--- src/cpsp_pkg.sv ---
// Shared types, constants and result layout for the command packet stream parser.
package cpsp_pkg;

    // Width of the word offset counters inside a buffer.
    localparam int OFFSET_BITS = 16;

    typedef logic [OFFSET_BITS-1:0] t_offset;

    // Header layout.
    localparam logic [1:0] TYPE3 = 2'b11;

    // Per-opcode minimum payload words.
    localparam logic [2:0] MIN_NONE = 3'd0;
    localparam logic [2:0] MIN_TWO  = 3'd2;
    localparam logic [2:0] MIN_FOUR = 3'd4;

    // Register reset values.
    localparam logic [7:0] RST_SET_SH       = 8'd118;
    localparam logic [7:0] RST_SET_CONTEXT  = 8'd105;
    localparam logic [7:0] RST_SET_UCONFIG  = 8'd121;
    localparam logic [7:0] RST_DISPATCH_DIR = 8'd21;
    localparam logic [7:0] RST_DRAW_IDX     = 8'd45;

    typedef enum logic [2:0] {
        REG_SET_SH          = 3'd0,
        REG_SET_CONTEXT     = 3'd1,
        REG_SET_UCONFIG     = 3'd2,
        REG_DISPATCH_DIRECT = 3'd3,
        REG_DRAW_INDEX_AUTO = 3'd4
    } t_reg_idx;

    typedef enum logic [1:0] {
        KIND_PKT  = 2'd0,
        KIND_DONE = 2'd1,
        KIND_ERR  = 2'd2
    } t_kind;

    typedef enum logic [1:0] {
        ERR_NONE      = 2'd0,
        ERR_TYPE      = 2'd1,
        ERR_TRUNCATED = 2'd2,
        ERR_SHORT     = 2'd3
    } t_err;

    typedef struct packed {
        logic [7:0] set_sh;
        logic [7:0] set_context;
        logic [7:0] set_uconfig;
        logic [7:0] dispatch_direct;
        logic [7:0] draw_index_auto;
    } t_cfg;

    typedef struct packed {
        t_kind       kind;
        t_err        err;
        logic [31:0] header_value;
        logic [7:0]  packet_opcode;
        logic [15:0] header_position;
        logic [15:0] packet_number;
        logic [14:0] payload_length;
        logic [15:0] available_length;
        logic [15:0] consumed_words;
    } t_result;

endpackage

--- src/cpsp_regs.sv ---
// APB register file holding the five opcode match registers.
module cpsp_regs (
    input  logic               i_clk,
    input  logic               i_rst_n,
    input  logic               psel,
    input  logic               penable,
    input  logic               pwrite,
    input  logic [4:0]         paddr,
    input  logic [31:0]        pwdata,
    output logic [31:0]        prdata,
    output logic               pready,
    output cpsp_pkg::t_cfg     o_cfg
);

    cpsp_pkg::t_cfg r_cfg;
    logic [2:0]     w_idx;
    logic           w_wr;

    assign pready = 1'b1;
    assign w_idx  = paddr[4:2];
    assign w_wr   = psel & penable & pwrite & pready;
    assign o_cfg  = r_cfg;

    always_ff @(posedge i_clk) begin
        if (!i_rst_n) begin
            r_cfg.set_sh          <= cpsp_pkg::RST_SET_SH;
            r_cfg.set_context     <= cpsp_pkg::RST_SET_CONTEXT;
            r_cfg.set_uconfig     <= cpsp_pkg::RST_SET_UCONFIG;
            r_cfg.dispatch_direct <= cpsp_pkg::RST_DISPATCH_DIR;
            r_cfg.draw_index_auto <= cpsp_pkg::RST_DRAW_IDX;
        end else if (w_wr) begin
            case (w_idx)
                cpsp_pkg::REG_SET_SH:          r_cfg.set_sh          <= pwdata[7:0];
                cpsp_pkg::REG_SET_CONTEXT:     r_cfg.set_context     <= pwdata[7:0];
                cpsp_pkg::REG_SET_UCONFIG:     r_cfg.set_uconfig     <= pwdata[7:0];
                cpsp_pkg::REG_DISPATCH_DIRECT: r_cfg.dispatch_direct <= pwdata[7:0];
                cpsp_pkg::REG_DRAW_INDEX_AUTO: r_cfg.draw_index_auto <= pwdata[7:0];
                default: ;
            endcase
        end
    end

    always_comb begin
        case (w_idx)
            cpsp_pkg::REG_SET_SH:          prdata = {24'd0, r_cfg.set_sh};
            cpsp_pkg::REG_SET_CONTEXT:     prdata = {24'd0, r_cfg.set_context};
            cpsp_pkg::REG_SET_UCONFIG:     prdata = {24'd0, r_cfg.set_uconfig};
            cpsp_pkg::REG_DISPATCH_DIRECT: prdata = {24'd0, r_cfg.dispatch_direct};
            cpsp_pkg::REG_DRAW_INDEX_AUTO: prdata = {24'd0, r_cfg.draw_index_auto};
            default:                       prdata = 32'd0;
        endcase
    end

endmodule

--- src/cpsp_core.sv ---
// Buffer tracking state and the per-word header check.
module cpsp_core (
    input  logic                i_clk,
    input  logic                i_rst_n,
    input  logic                i_fire,
    input  logic [31:0]         i_word,
    input  logic                i_start,
    input  logic [15:0]         i_len,
    input  cpsp_pkg::t_cfg      i_cfg,
    output logic                o_res_valid,
    output cpsp_pkg::t_result   o_res
);

    cpsp_pkg::t_offset r_pos, r_tw, r_ps;
    logic [14:0]       r_pl;
    logic              r_failed;

    cpsp_pkg::t_offset n_pos, n_tw, n_ps;
    logic [14:0]       n_pl;
    logic              n_failed;

    cpsp_pkg::t_offset e_pos, e_tw, e_ps;
    logic [14:0]       e_pl;
    logic              e_failed;

    cpsp_pkg::t_offset w_avail;
    logic [14:0]       w_payload;
    logic [7:0]        w_op;
    logic [2:0]        w_min;
    logic              w_last;

    // Minimum payload per opcode; direct dispatch wins when registers alias.
    always_comb begin
        if (w_op == i_cfg.dispatch_direct) begin
            w_min = cpsp_pkg::MIN_FOUR;
        end else if (w_op == i_cfg.set_sh || w_op == i_cfg.set_context ||
                     w_op == i_cfg.set_uconfig || w_op == i_cfg.draw_index_auto) begin
            w_min = cpsp_pkg::MIN_TWO;
        end else begin
            w_min = cpsp_pkg::MIN_NONE;
        end
    end

    assign w_op      = i_word[15:8];
    assign w_payload = {1'b0, i_word[29:16]} + 15'd1;

    always_comb begin
        e_tw     = r_tw;
        e_pos    = r_pos;
        e_pl     = r_pl;
        e_ps     = r_ps;
        e_failed = r_failed;
        if (i_start) begin
            e_tw     = cpsp_pkg::t_offset'(i_len);
            e_pos    = '0;
            e_pl     = '0;
            e_ps     = '0;
            e_failed = 1'b0;
        end
        w_avail = e_tw - e_pos - cpsp_pkg::t_offset'(1);
        w_last  = (e_pos + cpsp_pkg::t_offset'(1)) == e_tw;

        n_tw        = e_tw;
        n_pos       = e_pos;
        n_pl        = e_pl;
        n_ps        = e_ps;
        n_failed    = e_failed;
        o_res       = '0;
        o_res_valid = 1'b0;

        if (i_start && e_tw == '0) begin
            // empty buffer: done at once
            o_res_valid = 1'b1;
            o_res.kind  = cpsp_pkg::KIND_DONE;
        end else if (!e_failed && e_pos < e_tw) begin
            n_pos = e_pos + cpsp_pkg::t_offset'(1);
            if (e_pl != '0) begin
                n_pl = e_pl - 15'd1;
                if (w_last) begin
                    o_res_valid          = 1'b1;
                    o_res.kind           = cpsp_pkg::KIND_DONE;
                    o_res.packet_number  = 16'(e_ps);
                    o_res.consumed_words = 16'(e_tw);
                end
            end else begin
                o_res_valid           = 1'b1;
                o_res.header_value    = i_word;
                o_res.packet_opcode   = w_op;
                o_res.header_position = 16'(e_pos);
                o_res.packet_number   = 16'(e_ps);
                if (i_word[31:30] != cpsp_pkg::TYPE3) begin
                    n_failed             = 1'b1;
                    o_res.kind           = cpsp_pkg::KIND_ERR;
                    o_res.err            = cpsp_pkg::ERR_TYPE;
                    o_res.consumed_words = 16'(e_pos);
                end else if (16'(w_payload) > 16'(w_avail)) begin
                    n_failed               = 1'b1;
                    o_res.kind             = cpsp_pkg::KIND_ERR;
                    o_res.err              = cpsp_pkg::ERR_TRUNCATED;
                    o_res.payload_length   = w_payload;
                    o_res.available_length = 16'(w_avail);
                    o_res.consumed_words   = 16'(e_pos);
                end else if (w_payload < 15'(w_min)) begin
                    n_failed               = 1'b1;
                    o_res.kind             = cpsp_pkg::KIND_ERR;
                    o_res.err              = cpsp_pkg::ERR_SHORT;
                    o_res.payload_length   = 15'(w_min);
                    o_res.available_length = 16'(w_payload);
                    o_res.consumed_words   = 16'(e_pos);
                end else begin
                    o_res.kind             = cpsp_pkg::KIND_PKT;
                    o_res.payload_length   = w_payload;
                    o_res.available_length = 16'(w_avail);
                    n_pl                   = w_payload;
                    n_ps                   = e_ps + cpsp_pkg::t_offset'(1);
                end
            end
        end
    end

    always_ff @(posedge i_clk) begin
        if (!i_rst_n) begin
            r_pos    <= '0;
            r_tw     <= '0;
            r_pl     <= '0;
            r_ps     <= '0;
            r_failed <= 1'b0;
        end else if (i_fire) begin
            r_pos    <= n_pos;
            r_tw     <= n_tw;
            r_pl     <= n_pl;
            r_ps     <= n_ps;
            r_failed <= n_failed;
        end
    end

endmodule

--- src/command_packet_stream_parser.sv ---
// Top level: input register, header check core, result register and APB registers.
//
// Channel   Dir  Handshake              Contents
// s_axis    in   tvalid/tready          tdata: stream_word, buffer_length; tuser: buffer_start
// m_axis    out  tvalid/tready          tdata: descriptor/error/done fields; tuser: result_kind
// apb       in   psel/penable/pready    five 8-bit opcode registers at 4*i
//
// Flow: one request per clock sustained while m_axis does not stall; a word is registered
// at acceptance, checked from the input register, and its result (if any) is registered
// for m_axis. The single compare/subtract stage lies between the input and result registers.
// Reset: synchronous, active low; clears buffer state, valids and restores the
// register defaults. No clearing pass.
// Stalls: the input register keeps taking requests while a result waits, until both
// the input register and result register are full.
module command_packet_stream_parser (
    input  logic         i_clk,
    input  logic         i_rst_n,
    // stream in
    input  logic         s_axis_tvalid,
    output logic         s_axis_tready,
    input  logic [47:0]  s_axis_tdata,   // [31:0] stream_word, [47:32] buffer_length
    input  logic         s_axis_tuser,   // [0] buffer_start
    // results out
    output logic         m_axis_tvalid,
    input  logic         m_axis_tready,
    output logic [127:0] m_axis_tdata,   // [1:0] error_code, [33:2] header_value,
                                         // [41:34] packet_opcode, [57:42] header_position,
                                         // [73:58] packet_number, [88:74] payload_length,
                                         // [104:89] available_length,
                                         // [120:105] consumed_words, [127:121] zero
    output logic [1:0]   m_axis_tuser,   // [1:0] result_kind
    // configuration
    input  logic         psel,
    input  logic         penable,
    input  logic         pwrite,
    input  logic [4:0]   paddr,
    input  logic [31:0]  pwdata,
    output logic [31:0]  prdata,
    output logic         pready
);

    cpsp_pkg::t_cfg    w_cfg;
    cpsp_pkg::t_result w_res;
    cpsp_pkg::t_result r_out;
    logic              w_res_valid;
    logic              w_fire;

    // input register
    logic              r_in_valid;
    logic [31:0]       r_in_word;
    logic              r_in_start;
    logic [15:0]       r_in_len;
    logic              r_out_valid;

    cpsp_regs u_regs (
        .i_clk   (i_clk),
        .i_rst_n (i_rst_n),
        .psel    (psel),
        .penable (penable),
        .pwrite  (pwrite),
        .paddr   (paddr),
        .pwdata  (pwdata),
        .prdata  (prdata),
        .pready  (pready),
        .o_cfg   (w_cfg)
    );

    // The held word is processed when the result register is free or being drained.
    assign w_fire        = r_in_valid & (~r_out_valid | m_axis_tready);
    assign s_axis_tready = ~r_in_valid | w_fire;

    cpsp_core u_core (
        .i_clk       (i_clk),
        .i_rst_n     (i_rst_n),
        .i_fire      (w_fire),
        .i_word      (r_in_word),
        .i_start     (r_in_start),
        .i_len       (r_in_len),
        .i_cfg       (w_cfg),
        .o_res_valid (w_res_valid),
        .o_res       (w_res)
    );

    always_ff @(posedge i_clk) begin
        if (!i_rst_n) begin
            r_in_valid <= 1'b0;
        end else if (s_axis_tready) begin
            r_in_valid <= s_axis_tvalid;
        end
    end

    always_ff @(posedge i_clk) begin
        if (s_axis_tvalid && s_axis_tready) begin
            r_in_word  <= s_axis_tdata[31:0];
            r_in_len   <= s_axis_tdata[47:32];
            r_in_start <= s_axis_tuser;
        end
    end

    // result register
    always_ff @(posedge i_clk) begin
        if (!i_rst_n) begin
            r_out_valid <= 1'b0;
        end else if (w_fire) begin
            r_out_valid <= w_res_valid;
        end else if (m_axis_tready) begin
            r_out_valid <= 1'b0;
        end
    end

    always_ff @(posedge i_clk) begin
        if (w_fire && w_res_valid) begin
            r_out <= w_res;
        end
    end

    assign m_axis_tvalid = r_out_valid;
    assign m_axis_tuser  = r_out.kind;
    assign m_axis_tdata  = {7'd0,
                            r_out.consumed_words,
                            r_out.available_length,
                            r_out.payload_length,
                            r_out.packet_number,
                            r_out.header_position,
                            r_out.packet_opcode,
                            r_out.header_value,
                            r_out.err};

    a_done_no_err: assert property (@(posedge i_clk) disable iff (!i_rst_n)
        r_out_valid && r_out.kind == cpsp_pkg::KIND_DONE |-> r_out.err == cpsp_pkg::ERR_NONE)
        else $error("done result carries an error code");

    a_err_has_code: assert property (@(posedge i_clk) disable iff (!i_rst_n)
        r_out_valid && r_out.kind == cpsp_pkg::KIND_ERR |-> r_out.err != cpsp_pkg::ERR_NONE)
        else $error("error result without a code");

    a_pkt_fields: assert property (@(posedge i_clk) disable iff (!i_rst_n)
        r_out_valid && r_out.kind == cpsp_pkg::KIND_PKT |->
            r_out.consumed_words == 16'd0 && r_out.payload_length != 15'd0)
        else $error("descriptor with bad consumed or payload fields");

    a_ready_when_empty: assert property (@(posedge i_clk) disable iff (!i_rst_n)
        !r_in_valid |-> s_axis_tready)
        else $error("input stalled with empty input register");

    a_result_held: assert property (@(posedge i_clk) disable iff (!i_rst_n)
        r_out_valid && !m_axis_tready |=> r_out_valid && $stable(r_out))
        else $error("pending result lost or changed");

endmodule

--- config.mk ---
export PLATFORM = sky130hd
export DESIGN_NAME = command_packet_stream_parser
export DESIGN_NICKNAME = d
export VERILOG_FILES = /design/src/cpsp_pkg.sv /design/src/cpsp_regs.sv /design/src/cpsp_core.sv /design/src/command_packet_stream_parser.sv
export SDC_FILE = /design/constraint.sdc
export NUM_CORES = 1
export LEC_CHECK = 0
export BUFFER_PORTS_ARGS = -buffer_cell sky130_fd_sc_hd__buf_4
export CORE_MARGIN = 5
export CORE_UTILIZATION = 51
export CTS_BUF_LIST = sky130_fd_sc_hd__clkbuf_16
export CTS_CLUSTER_SIZE = 24
export DETAILED_ROUTE_END_ITERATION = 6
export GPL_ROUTABILITY_DRIVEN = 0
export GPL_TIMING_DRIVEN = 1
export HOLD_SLACK_MARGIN = 0.05
export PLACE_DENSITY = 0.77
export SYNTH_ARGS = -nofsm -noshare
export SYNTH_HDL_FRONTEND = slang
export SYNTH_SLANG_ARGS = --single-unit
--- constraint.sdc ---
create_clock -name i_clk -period 10.2 [get_ports i_clk]
set_clock_uncertainty 0.1 [all_clocks]
set_input_delay 0 -clock i_clk [delete_from_list [all_inputs] [get_ports i_clk]]
set_output_delay 0 -clock i_clk [all_outputs]
set_load 0.03 [all_outputs]
==> results.json, run 1 <==
{
  "status": "complete, no violations",
  "fmax_mhz": 144,
  "place_hpwl_um": 28600,
  "path_clk_slew_ns": 0.06,
  "synth_area_um2": 14800,
  "antennaDiodeCount": 0,
  "synthDistinctLibCells": 85,
  "grt_pass1_vias": 12200,
  "yosysWarnings": 0,
  "dr.pass1.iters": 6,
  "crit_type": "reg2reg",
  "die_area_um2": 32500,
  "clockBufferDepth": 3,
  "period_share": 0.681,
  "power_density_nw_per_um2": 181,
  "core_um2": 28700,
  "grt_util_all_layers": 0.244,
  "min_period_ns": 6.94,
  "die_y_um": 180,
  "antenna_found_initial": 0,
  "nets": 1887,
  "critPathRequiredTime_ns": 10.45,
  "ys_seq_area_frac": 0.476,
  "cp.arrival_ns": 7.20,
  "routed_wl_um": 41800,
  "cts_tree": "done",
  "cts_root_buf": "clkbuf_16",
  "vias_per_cell": 5.95,
  "syn2layout_area_growth_pct": 21.4,
  "start_util": 0.516,
  "clk_latency_ns": 0.55,
  "critical_path.endpoint_type": "register",
  "maxSlewHeadroom": 0.280,
  "setup_viol": 0,
  "synth.avg_cell_area_um2": 9.69,
  "cap_violations": 0,
  "p_leak_nw": 7.16,
  "synth.ff_latch_count": 270,
  "grt_first_pass_wirelength_um": 65500,
  "vias": 12800,
  "drive_above_1_share": 0.162,
  "worstMarginPinSlew_ns": 1.08,
  "pin_count": 258,
  "cts_buffers": 28,
  "synthArstFlopShare": 0,
  "drtIter0Drc": 1416,
  "synthCells": 1528,
  "hold_violations": 0,
  "grt_max_degree": 78,
  "drv_slew": 0,
  "drtAntennaViolNets": 0,
  "startpoint_type": "register",
  "peakVddDrop_mv": 0.128,
  "clkSinkCount": 270,
  "overflow": 0,
  "wl_per_cell_um": 19.4,
  "die_x_um": 180,
  "synth-edff-count": 164,
  "rsz0062_at_grt": "false",
  "crit_fanout": 29,
  "io_buffer_count": 199,
  "fp-row-count": 62,
  "hold_class": "in2reg",
  "setup_tns_ns": 0,
  "drc_errors": 0,
  "ys.flop_type": "edfxtp_1",
  "utilization": 0.626,
  "ctsHtreeMaxLevel": 1
}
-- state kept, by name, indices dropped and copies added (netlist names) --
name             flops
r_in_word           32
m_axis_tdata       113
r_in_start           1
m_axis_tuser         2
u_core.r_tw         16
m_axis_tvalid        1
u_core.r_failed      1
u_core.r_ps         16
u_core.r_pl         15
u_core.r_pos        16
r_in_len            16
r_in_valid           1
u_regs.o_cfg        40
-- report_power, final --
group,switching (mW),leakage (nW),internal [mW]
clock,0.434,0.455,0.562
sequential,0.0582,2.44,1.29
combinational,0.608,4.26,0.310
-- layout by cell type, fill, tap and decap left out, types with 11 or more instances in the layout --
cell,n
a211oi_1,16
o211ai_1,16
inv_1,56
xnor2_1,62
and3_1,48
clkbuf_16,29
o21ai_0,50
dlygate4sd3_1,69
o22ai_1,27
or4_1,11
mux2i_1,55
nand3_1,45
edfxtp_1,164
and2_1,17
nand2_1,145
conb_1,32
a21o_1,11
or3_1,11
nor4_1,13
buf_4,219
xor2_1,33
a21oi_1,71
a31oi_1,23
ha_1,48
nand4_1,22
nor3_1,36
dfxtp_1,106
nor2_1,142
nor2b_1,22
a22oi_1,12
-- layout make-up --
class,count,area [um2]
fillers,2367,10700
flip-flops and latches,270,7050
multi-input cells,1105,7030
repair buffers,288,2330
clock buffers,29,726
well taps,384,480
inverters,53,199
clock inverters,23,155
-- cells in the mapped netlist (all sizes together) (4+ instances only) --
library cell    n  area, um2
nor2          144        548
o31ai           7       52.6
nand4          22        138
nor3           37        196
a21boi          7       52.6
nand3          47        245
nand2b          8       52.6
and4            8       70.1
o21a            8       60.1
nor2b          22        138
inv            50        188
a31o            6       52.6
a41oi           4       35.0
a21oi          73        369
xnor2          62        543
a31oi          23        144
xor2           33        289
a32oi          10       95.1
nor4           13       81.3
ha             48        601
mux2i          55        551
and3           49        308
o22ai          27        169
o211ai         17        141
o31a            4       35.0
buf            60        390
dfxtp         106       2120
edfxtp        164       4920
or2             4       25.0
a211o           4       35.0
clkbuf         70        264
o21ai          52        264
a21o           11       82.6
and2           20        125
nand2         145        544
or3            11       68.8
or4            11       82.6
a22oi          12       90.1
a211oi         17        140
-- cells by family after synthesis --
group	after synthesis	share of synthesized area
xor gates and xnor gates	95	0.0562
and+or+nand+nor	559	0.188
adders and majority gates	48	0.0406
DFF	270	0.476
buffers and inverters	183	0.0576
AOI/OAI and AO/OA	315	0.143
muxes	56	0.0380
other	2	0.000507
-- layer usage --
| layer | GRT usage | vias up | part of all wire |
|---|---|---|---|
| li1 | - | 5936 | - |
| met1 | 0.330 | 6095 | 0.41 |
| met2 | 0.408 | 657 | 0.48 |
| met3 | 0.0335 | 111 | 0.085 |
| met4 | 0.0768 | 0 | 0.032 |
| met5 | 0 | - | 0 |
-- stage by stage --
| step | std cells | setup WS, ns | area (um2) | hold WS [ns] | total power [mW] |
|---|---|---|---|---|---|
| 4_1_cts | 2152 | 3.40 | 18000 | 0.0538 | 3.25 |
| 5_1_grt | 2152 | 2.89 | 18000 | 0.0614 | 3.39 |
| 6_report | 2152 | 3.26 | 18000 | 0.0632 | 3.26 |
| 3_5_place_dp | 2031 | 3.51 | 16400 | 0.0793 | 2.25 |
| 3_3_place_gp | 2031 | 3.75 | 16400 | 0.0785 | 2.22 |
| 2_1_floorplan | 1558 | 0.0498 | 14900 | -0.00113 | 1.98 |
-- final timing paths --
path / cells after the start / slack [ns] / to / from
worst max register to register: 23 / 3.26 / m_axis_tdata[94] / r_in_start
worst min-delay path: 2 / 0.06 / r_in_word[0] / s_axis_tdata[0]
worst max-delay path: 23 / 3.26 / m_axis_tdata[94] / r_in_start
worst min register to register: 2 / 0.35 / u_core.r_ps[1] / u_core.r_ps[1]
-- worst max-delay path, cell delays in order (launching register included) --
cell,delay (ns)
edfxtp_1,0.33
buf_4,0.31
clkinv_1,0.14
buf_4,0.26
a21boi_0,0.59
ha_1,0.27
inv_1,0.08
a2111oi_0,0.49
o221ai_1,0.36
o211ai_1,0.25
o211ai_1,0.18
o21bai_1,0.16
a21oi_1,0.10
xor2_1,0.21
ha_1,0.32
nand3_1,0.09
or3_1,0.40
a21oi_1,0.15
o21bai_1,0.09
a31oi_1,0.24
nand2_1,0.16
nand2_1,0.29
nand3_1,0.80
nor2_1,0.37
-- timing repair --
| action | in CTS | in global routing |
|---|---|---|
| hold buffers | 69 | 0 |
| setup buffers | 0 | 0 |
| resized for setup | 0 | 0 |
| endpoints found under the hold margin | 101 | 0 |
(Power assumes the default switching activity.)
==> run 2: changes to the inputs <==
- CORE_UTILIZATION: 51 -> 57
- PLACE_DENSITY: 0.77 -> 0.81
- clock period: 10.2 -> 6.8 ns (I/O delays scaled with it)
==> results.json, run 2 (same netlist as run 1, synthesis figures left out) <==
{
  "whs_ns": 0.0591,
  "cts_root_buf": "clkbuf_16",
  "cap_violations": 0,
  "power_frac_clock": 0.308,
  "cts_tree": "done",
  "setup_tns_ns": 0,
  "die_y_um": 171,
  "ctsHtreeMaxLevel": 1,
  "cp_top_family": "compound AO/OA/AOI/OAI gates",
  "grt_pass1_vias": 12200,
  "drc_errors": 0,
  "p_comb_frac": 0.284,
  "antennaDiodeCount": 0,
  "rr_worst_depth": 24,
  "min_period_ns": 6.30,
  "syn2layout_area_growth_pct": 21.7,
  "final_area_um2": 18000,
  "whs_path_depth": 2,
  "postCtsSetupBuffers": 0,
  "rsz0062_at_grt": "false",
  "hold_violations": 0,
  "switching_share": 0.339,
  "crit_cells": 24,
  "slowest_stage": "edfxtp_1",
  "path_clk_slew_ns": 0.06,
  "cp_num_buf_inv": 3,
  "multi_input_area_um2": 7040,
  "drtAntennaViolNets": 0,
  "grt_first_pass_wirelength_um": 65500,
  "start_util": 0.573,
  "power_density_nw_per_um2": 274,
  "dr.pass1.iters": 6,
  "drtIter0Drc": 1421,
  "routed_wl_um": 42300,
  "status": "complete, no violations",
  "fp-row-count": 59,
  "mostFrequentLayoutCells": "221 x buf_4, 164 x edfxtp_1, 144 x nand2_1, 142 x nor2_1, 106 x dfxtp_1",
  "pin_count": 258,
  "layout.cells.non_filler": 2111,
  "p_int_mw": 3.26,
  "drv_slew": 0,
  "worstMarginPinSlew_ns": 1.16,
  "cts_buffers": 29,
  "maxSlewHeadroom": 0.225,
  "core_um2": 25800,
  "drive_above_1_share": 0.165,
  "period_share": 0.927,
  "fillers": 1888,
  "clk_latency_ns": 0.55,
  "startpoint_type": "register",
  "critical_path.endpoint_type": "register",
  "hold_class": "in2reg",
  "peakVddDrop_mv": 0.204,
  "largest_register_ffs": 113,
  "vias": 13000,
  "crit_type": "reg2reg",
  "cp_slowest_stage_delay_ns": 0.53,
  "grt_util_all_layers": 0.277,
  "clockBufferDepth": 3,
  "seqPwrFrac": 0.408,
  "cp.arrival_ns": 6.59,
  "dpl.cell_count": 1986,
  "nets": 1894,
  "vias_per_cell": 6.15,
  "cp_common_cell": "nand2_1",
  "place_area_um2": 16400,
  "p_sw_mw": 1.67,
  "worst_slack_ns": 0.497,
  "overflow": 0,
  "wl_per_cell_um": 20.1,
  "utilization": 0.697,
  "antenna_found_initial": 0,
  "setup_viol": 0,
  "p_total_mw": 4.93,
  "die_area_um2": 29300,
  "layout_commonest_cell": "buf_4",
  "final-seq-area_um2": 7050,
  "die_x_um": 171,
  "clkSinkCount": 270,
  "pre_cts_slack_ns": 0.514,
  "crit_fanout": 23,
  "critPathRequiredTime_ns": 7.09,
  "grt_max_degree": 50,
  "place_hpwl_um": 29300,
  "io_buffer_count": 199,
  "path_cells": "clkinv_1 -> buf_4 -> nand2_1 -> nand2_1 -> ha_1 -> nand2_1 -> a2111oi_1 -> o221ai_1 -> o211ai_1 -> o211ai_1 -> o21bai_1 -> a21oi_1 -> xor2_1 -> ha_1 -> nand3_1 -> or3_1 -> a21oi_1 -> o21bai_1 -> a31oi_1 -> nand2_1 -> nand2_1 -> nand3_1 -> buf_4 -> nor2b_1",
  "p_leak_nw": 7.21,
  "fmax_mhz": 159
}
[run 2: per-layer routing]
layer  global-route usage  part of all wire
met3               0.0402             0.099
met1                0.362              0.38
met2                0.478              0.48
met4               0.0896             0.034
met5                    0                 0
[run 2: worst register-to-register path, delay by kind of cell (launching register included)]
family                     cells  cell delay (ns)
AOI/OAI and AO/OA              9             2.06
xor gates and xnor gates       1             0.19
adders and majority gates      2             0.57
buffers and inverters          3             0.85
DFF                            1             0.53
and+or+nand+nor                9             1.86
[run 2: repair_timing]
action | 4_1_cts | 5_1_grt
endpoints found under the hold margin | 103 | 0
resized for setup | 0 | 2
hold buffers | 71 | 0
setup endpoints to repair | 0 | 15
[run 2: final cells by class]
| type | instances | area share |
|---|---|---|
| flip-flops and latches | 270 | 0.391 |
| repair buffers | 294 | 0.134 |
| well taps | 335 | 0.0233 |
| multi-input cells | 1105 | 0.391 |
| clock inverters | 25 | 0.0100 |
| inverters | 53 | 0.0110 |
| clock buffers | 29 | 0.0403 |
[run 2: path summary, 6_finish.rpt]
kind                            to              from  slack, ns
setup / recovery  m_axis_tdata[79]        r_in_start       0.50
hold / removal       r_in_word[12]  s_axis_tdata[12]       0.06
setup reg to reg  m_axis_tdata[79]        r_in_start       0.50
hold reg to reg     u_core.r_ps[1]    u_core.r_ps[1]       0.36
[run 2: power by group through the flow]
| stage | logic [mW] | clock network, mW | registers [mW] |
|---|---|---|---|
| finish | 1.40 | 1.52 | 2.01 |
| global route | 1.49 | 1.60 | 2.03 |
| CTS | 1.37 | 1.52 | 2.01 |
| detailed placement | 1.34 | 0 | 2.04 |
| global placement | 1.30 | 0 | 2.04 |
| floorplan | 0.751 | 0 | 2.20 |
==> run 3: changes to the inputs <==
- ABC_AREA: not set -> 1
==> results.json, run 3 <==
{
  "cts_tree": "done",
  "core_um2": 25800,
  "synth.ff_latch_count": 270,
  "grt_first_pass_wirelength_um": 64400,
  "wl_per_cell_um": 16.7,
  "place_hpwl_um": 27400,
  "yosysWarnings": 0,
  "start_util": 0.574,
  "power_density_nw_per_um2": 305,
  "synth.avg_cell_area_um2": 8.20,
  "peakVddDrop_mv": 0.372,
  "cp.arrival_ns": 5.88,
  "synthArstFlopShare": 0,
  "synth_top_area_frac": 0.332,
  "synth_common_cells": "436 x nand2_1, 214 x inv_1, 204 x nor2_1, 164 x edfxtp_1, 131 x a21oi_1",
  "drc_errors": 0,
  "synth_area_um2": 14800,
  "vias_per_cell": 5.44,
  "synthCells": 1809,
  "largest_register_ffs": 113,
  "overflow": 0,
  "rr_worst_depth": 26,
  "ys_seq_area_frac": 0.475,
  "grt_util_all_layers": 0.270,
  "syn2layout_area_growth_pct": 21.6,
  "dpl.cell_count": 2285,
  "die_x_um": 171,
  "hold_class": "in2reg",
  "drv_slew": 0,
  "startpoint_type": "register",
  "synth-edff-count": 164,
  "layout.cells.non_filler": 2414,
  "drtIter0Drc": 1154,
  "whs_path_depth": 2,
  "clkSinkCount": 270,
  "critPathRequiredTime_ns": 7.11,
  "drive_above_1_share": 0.161,
  "min_period_ns": 5.58,
  "worstMarginPinSlew_ns": 1.37,
  "path_clk_slew_ns": 0.07,
  "synth.most_common_cell": "nand2_1",
  "crit_fanout": 25,
  "crit_type": "reg2reg",
  "ctsHtreeMaxLevel": 1,
  "maxSlewHeadroom": 0.0768,
  "status": "complete, no violations",
  "grt_max_degree": 77,
  "place_area_um2": 16300,
  "die_y_um": 171,
  "cts_buffers": 28,
  "cap_violations": 0,
  "critical_path.endpoint_type": "register",
  "antenna_found_initial": 0,
  "period_share": 0.820,
  "mostFrequentLayoutCells": "436 x nand2_1, 219 x inv_1, 207 x buf_4, 204 x nor2_1, 164 x edfxtp_1",
  "setup_viol": 0,
  "clockBufferDepth": 3,
  "cts_root_buf": "clkbuf_16",
  "synthDistinctLibCells": 51,
  "io_buffer_count": 199,
  "dr.pass1.iters": 6,
  "rsz0062_at_grt": "false",
  "fmax_mhz": 179,
  "p_leak_nw": 7.97,
  "grt_pass1_vias": 12700,
  "setup_tns_ns": 0,
  "ys.flop_type": "edfxtp_1",
  "layout_commonest_cell": "nand2_1",
  "pin_count": 258,
  "fillers": 1959,
  "p_total_mw": 5.50,
  "nets": 2198,
  "routed_wl_um": 40400,
  "die_area_um2": 29400,
  "final_area_um2": 18000,
  "fp-row-count": 59,
  "clk_latency_ns": 0.55,
  "antennaDiodeCount": 0,
  "vias": 13100,
  "drtAntennaViolNets": 0,
  "netlist_top_cells_area": "edfxtp_1 33%, dfxtp_1 14%, nand2_1 11%",
  "synth_area_leader_cell": "edfxtp_1",
  "hold_violations": 0
}
[run 3: worst paths after layout]
path | startpoint | to | slack, ns
setup reg to reg | r_in_start | m_axis_tdata[102] | 1.22
hold / removal | s_axis_tdata[1] | r_in_word[1] | 0.07
hold reg to reg | u_core.r_ps[14] | u_core.r_ps[14] | 0.36
setup / recovery | r_in_start | m_axis_tdata[102] | 1.22
[run 3: kinds of logic after synthesis]
family / synth area share
compound gates: 0.114
xor+xnor: 0.0407
fa+ha+maj: 0.0405
buf+inv: 0.0995
flops: 0.475
other cells: 0.000506
simple gates: 0.230
[run 3: critical path, cell delays in order, from the launching register on]
cell	delay (ns)
edfxtp_1	0.54
inv_2	0.32
buf_4	0.42
nand2_2	0.09
nand2_1	0.13
inv_1	0.12
ha_1	0.37
a21oi_1	0.14
nand2_1	0.12
a21oi_1	0.21
o21ai_0	0.17
xnor2_1	0.19
ha_1	0.33
nand4_1	0.16
nor2_1	0.14
nand2_1	0.06
nand3_1	0.06
nand2_1	0.05
nand2_1	0.05
nand2_1	0.04
a21oi_1	0.16
nand3_2	0.19
nand2_1	0.38
inv_1	0.28
nor2_2	0.35
inv_2	0.10
nor2_1	0.14
[run 3: metrics by stage]
stage / setup WS, ns / hold slack (ns) / util
4_1_cts: 1.26 / 0.0591 / 0.698
6_report: 1.22 / 0.0669 / 0.698
2_1_floorplan: 1.23 / -0.00113 / -
3_3_place_gp: 1.42 / 0.0782 / 0.632
5_1_grt: 0.755 / 0.0633 / 0.698
3_5_place_dp: 1.28 / 0.0795 / 0.632
[run 3: repair_timing]
action | CTS | global route
buffers inserted | 0 | 0
gates resized for setup | 0 | 0
endpoints found under the hold margin | 101 | 0
hold buffers | 77 | 0
[run 3: final cells by class]
class | instances | area [um2] | share of cell area
repair buffers | 285 | 2340 | 0.130
multi-input cells | 1241 | 6430 | 0.356
well taps | 335 | 419 | 0.0232
clock buffers | 30 | 751 | 0.0416
inverters | 231 | 870 | 0.0482
flip-flops and latches | 270 | 7050 | 0.390
clock inverters | 22 | 189 | 0.0105
[run 3: power breakdown]
group / internal [mW] / switching [mW] / total (mW) / leakage, nW
Clock: 0.909 / 0.658 / 1.57 / 0.483
Sequential: 2.02 / 0.0881 / 2.11 / 2.43
Combinational: 0.548 / 1.28 / 1.83 / 5.05
Total: 3.48 / 2.02 / 5.50 / 7.97
[run 3: per-layer routing]
metal | vias to the layer above | part of all wire | track usage
met2 | 636 | 0.49 | 0.470
met1 | 6074 | 0.39 | 0.344
met4 | 0 | 0.034 | 0.0954
met3 | 106 | 0.083 | 0.0398
met5 | - | 0 | 0
li1 | 6318 | - | -
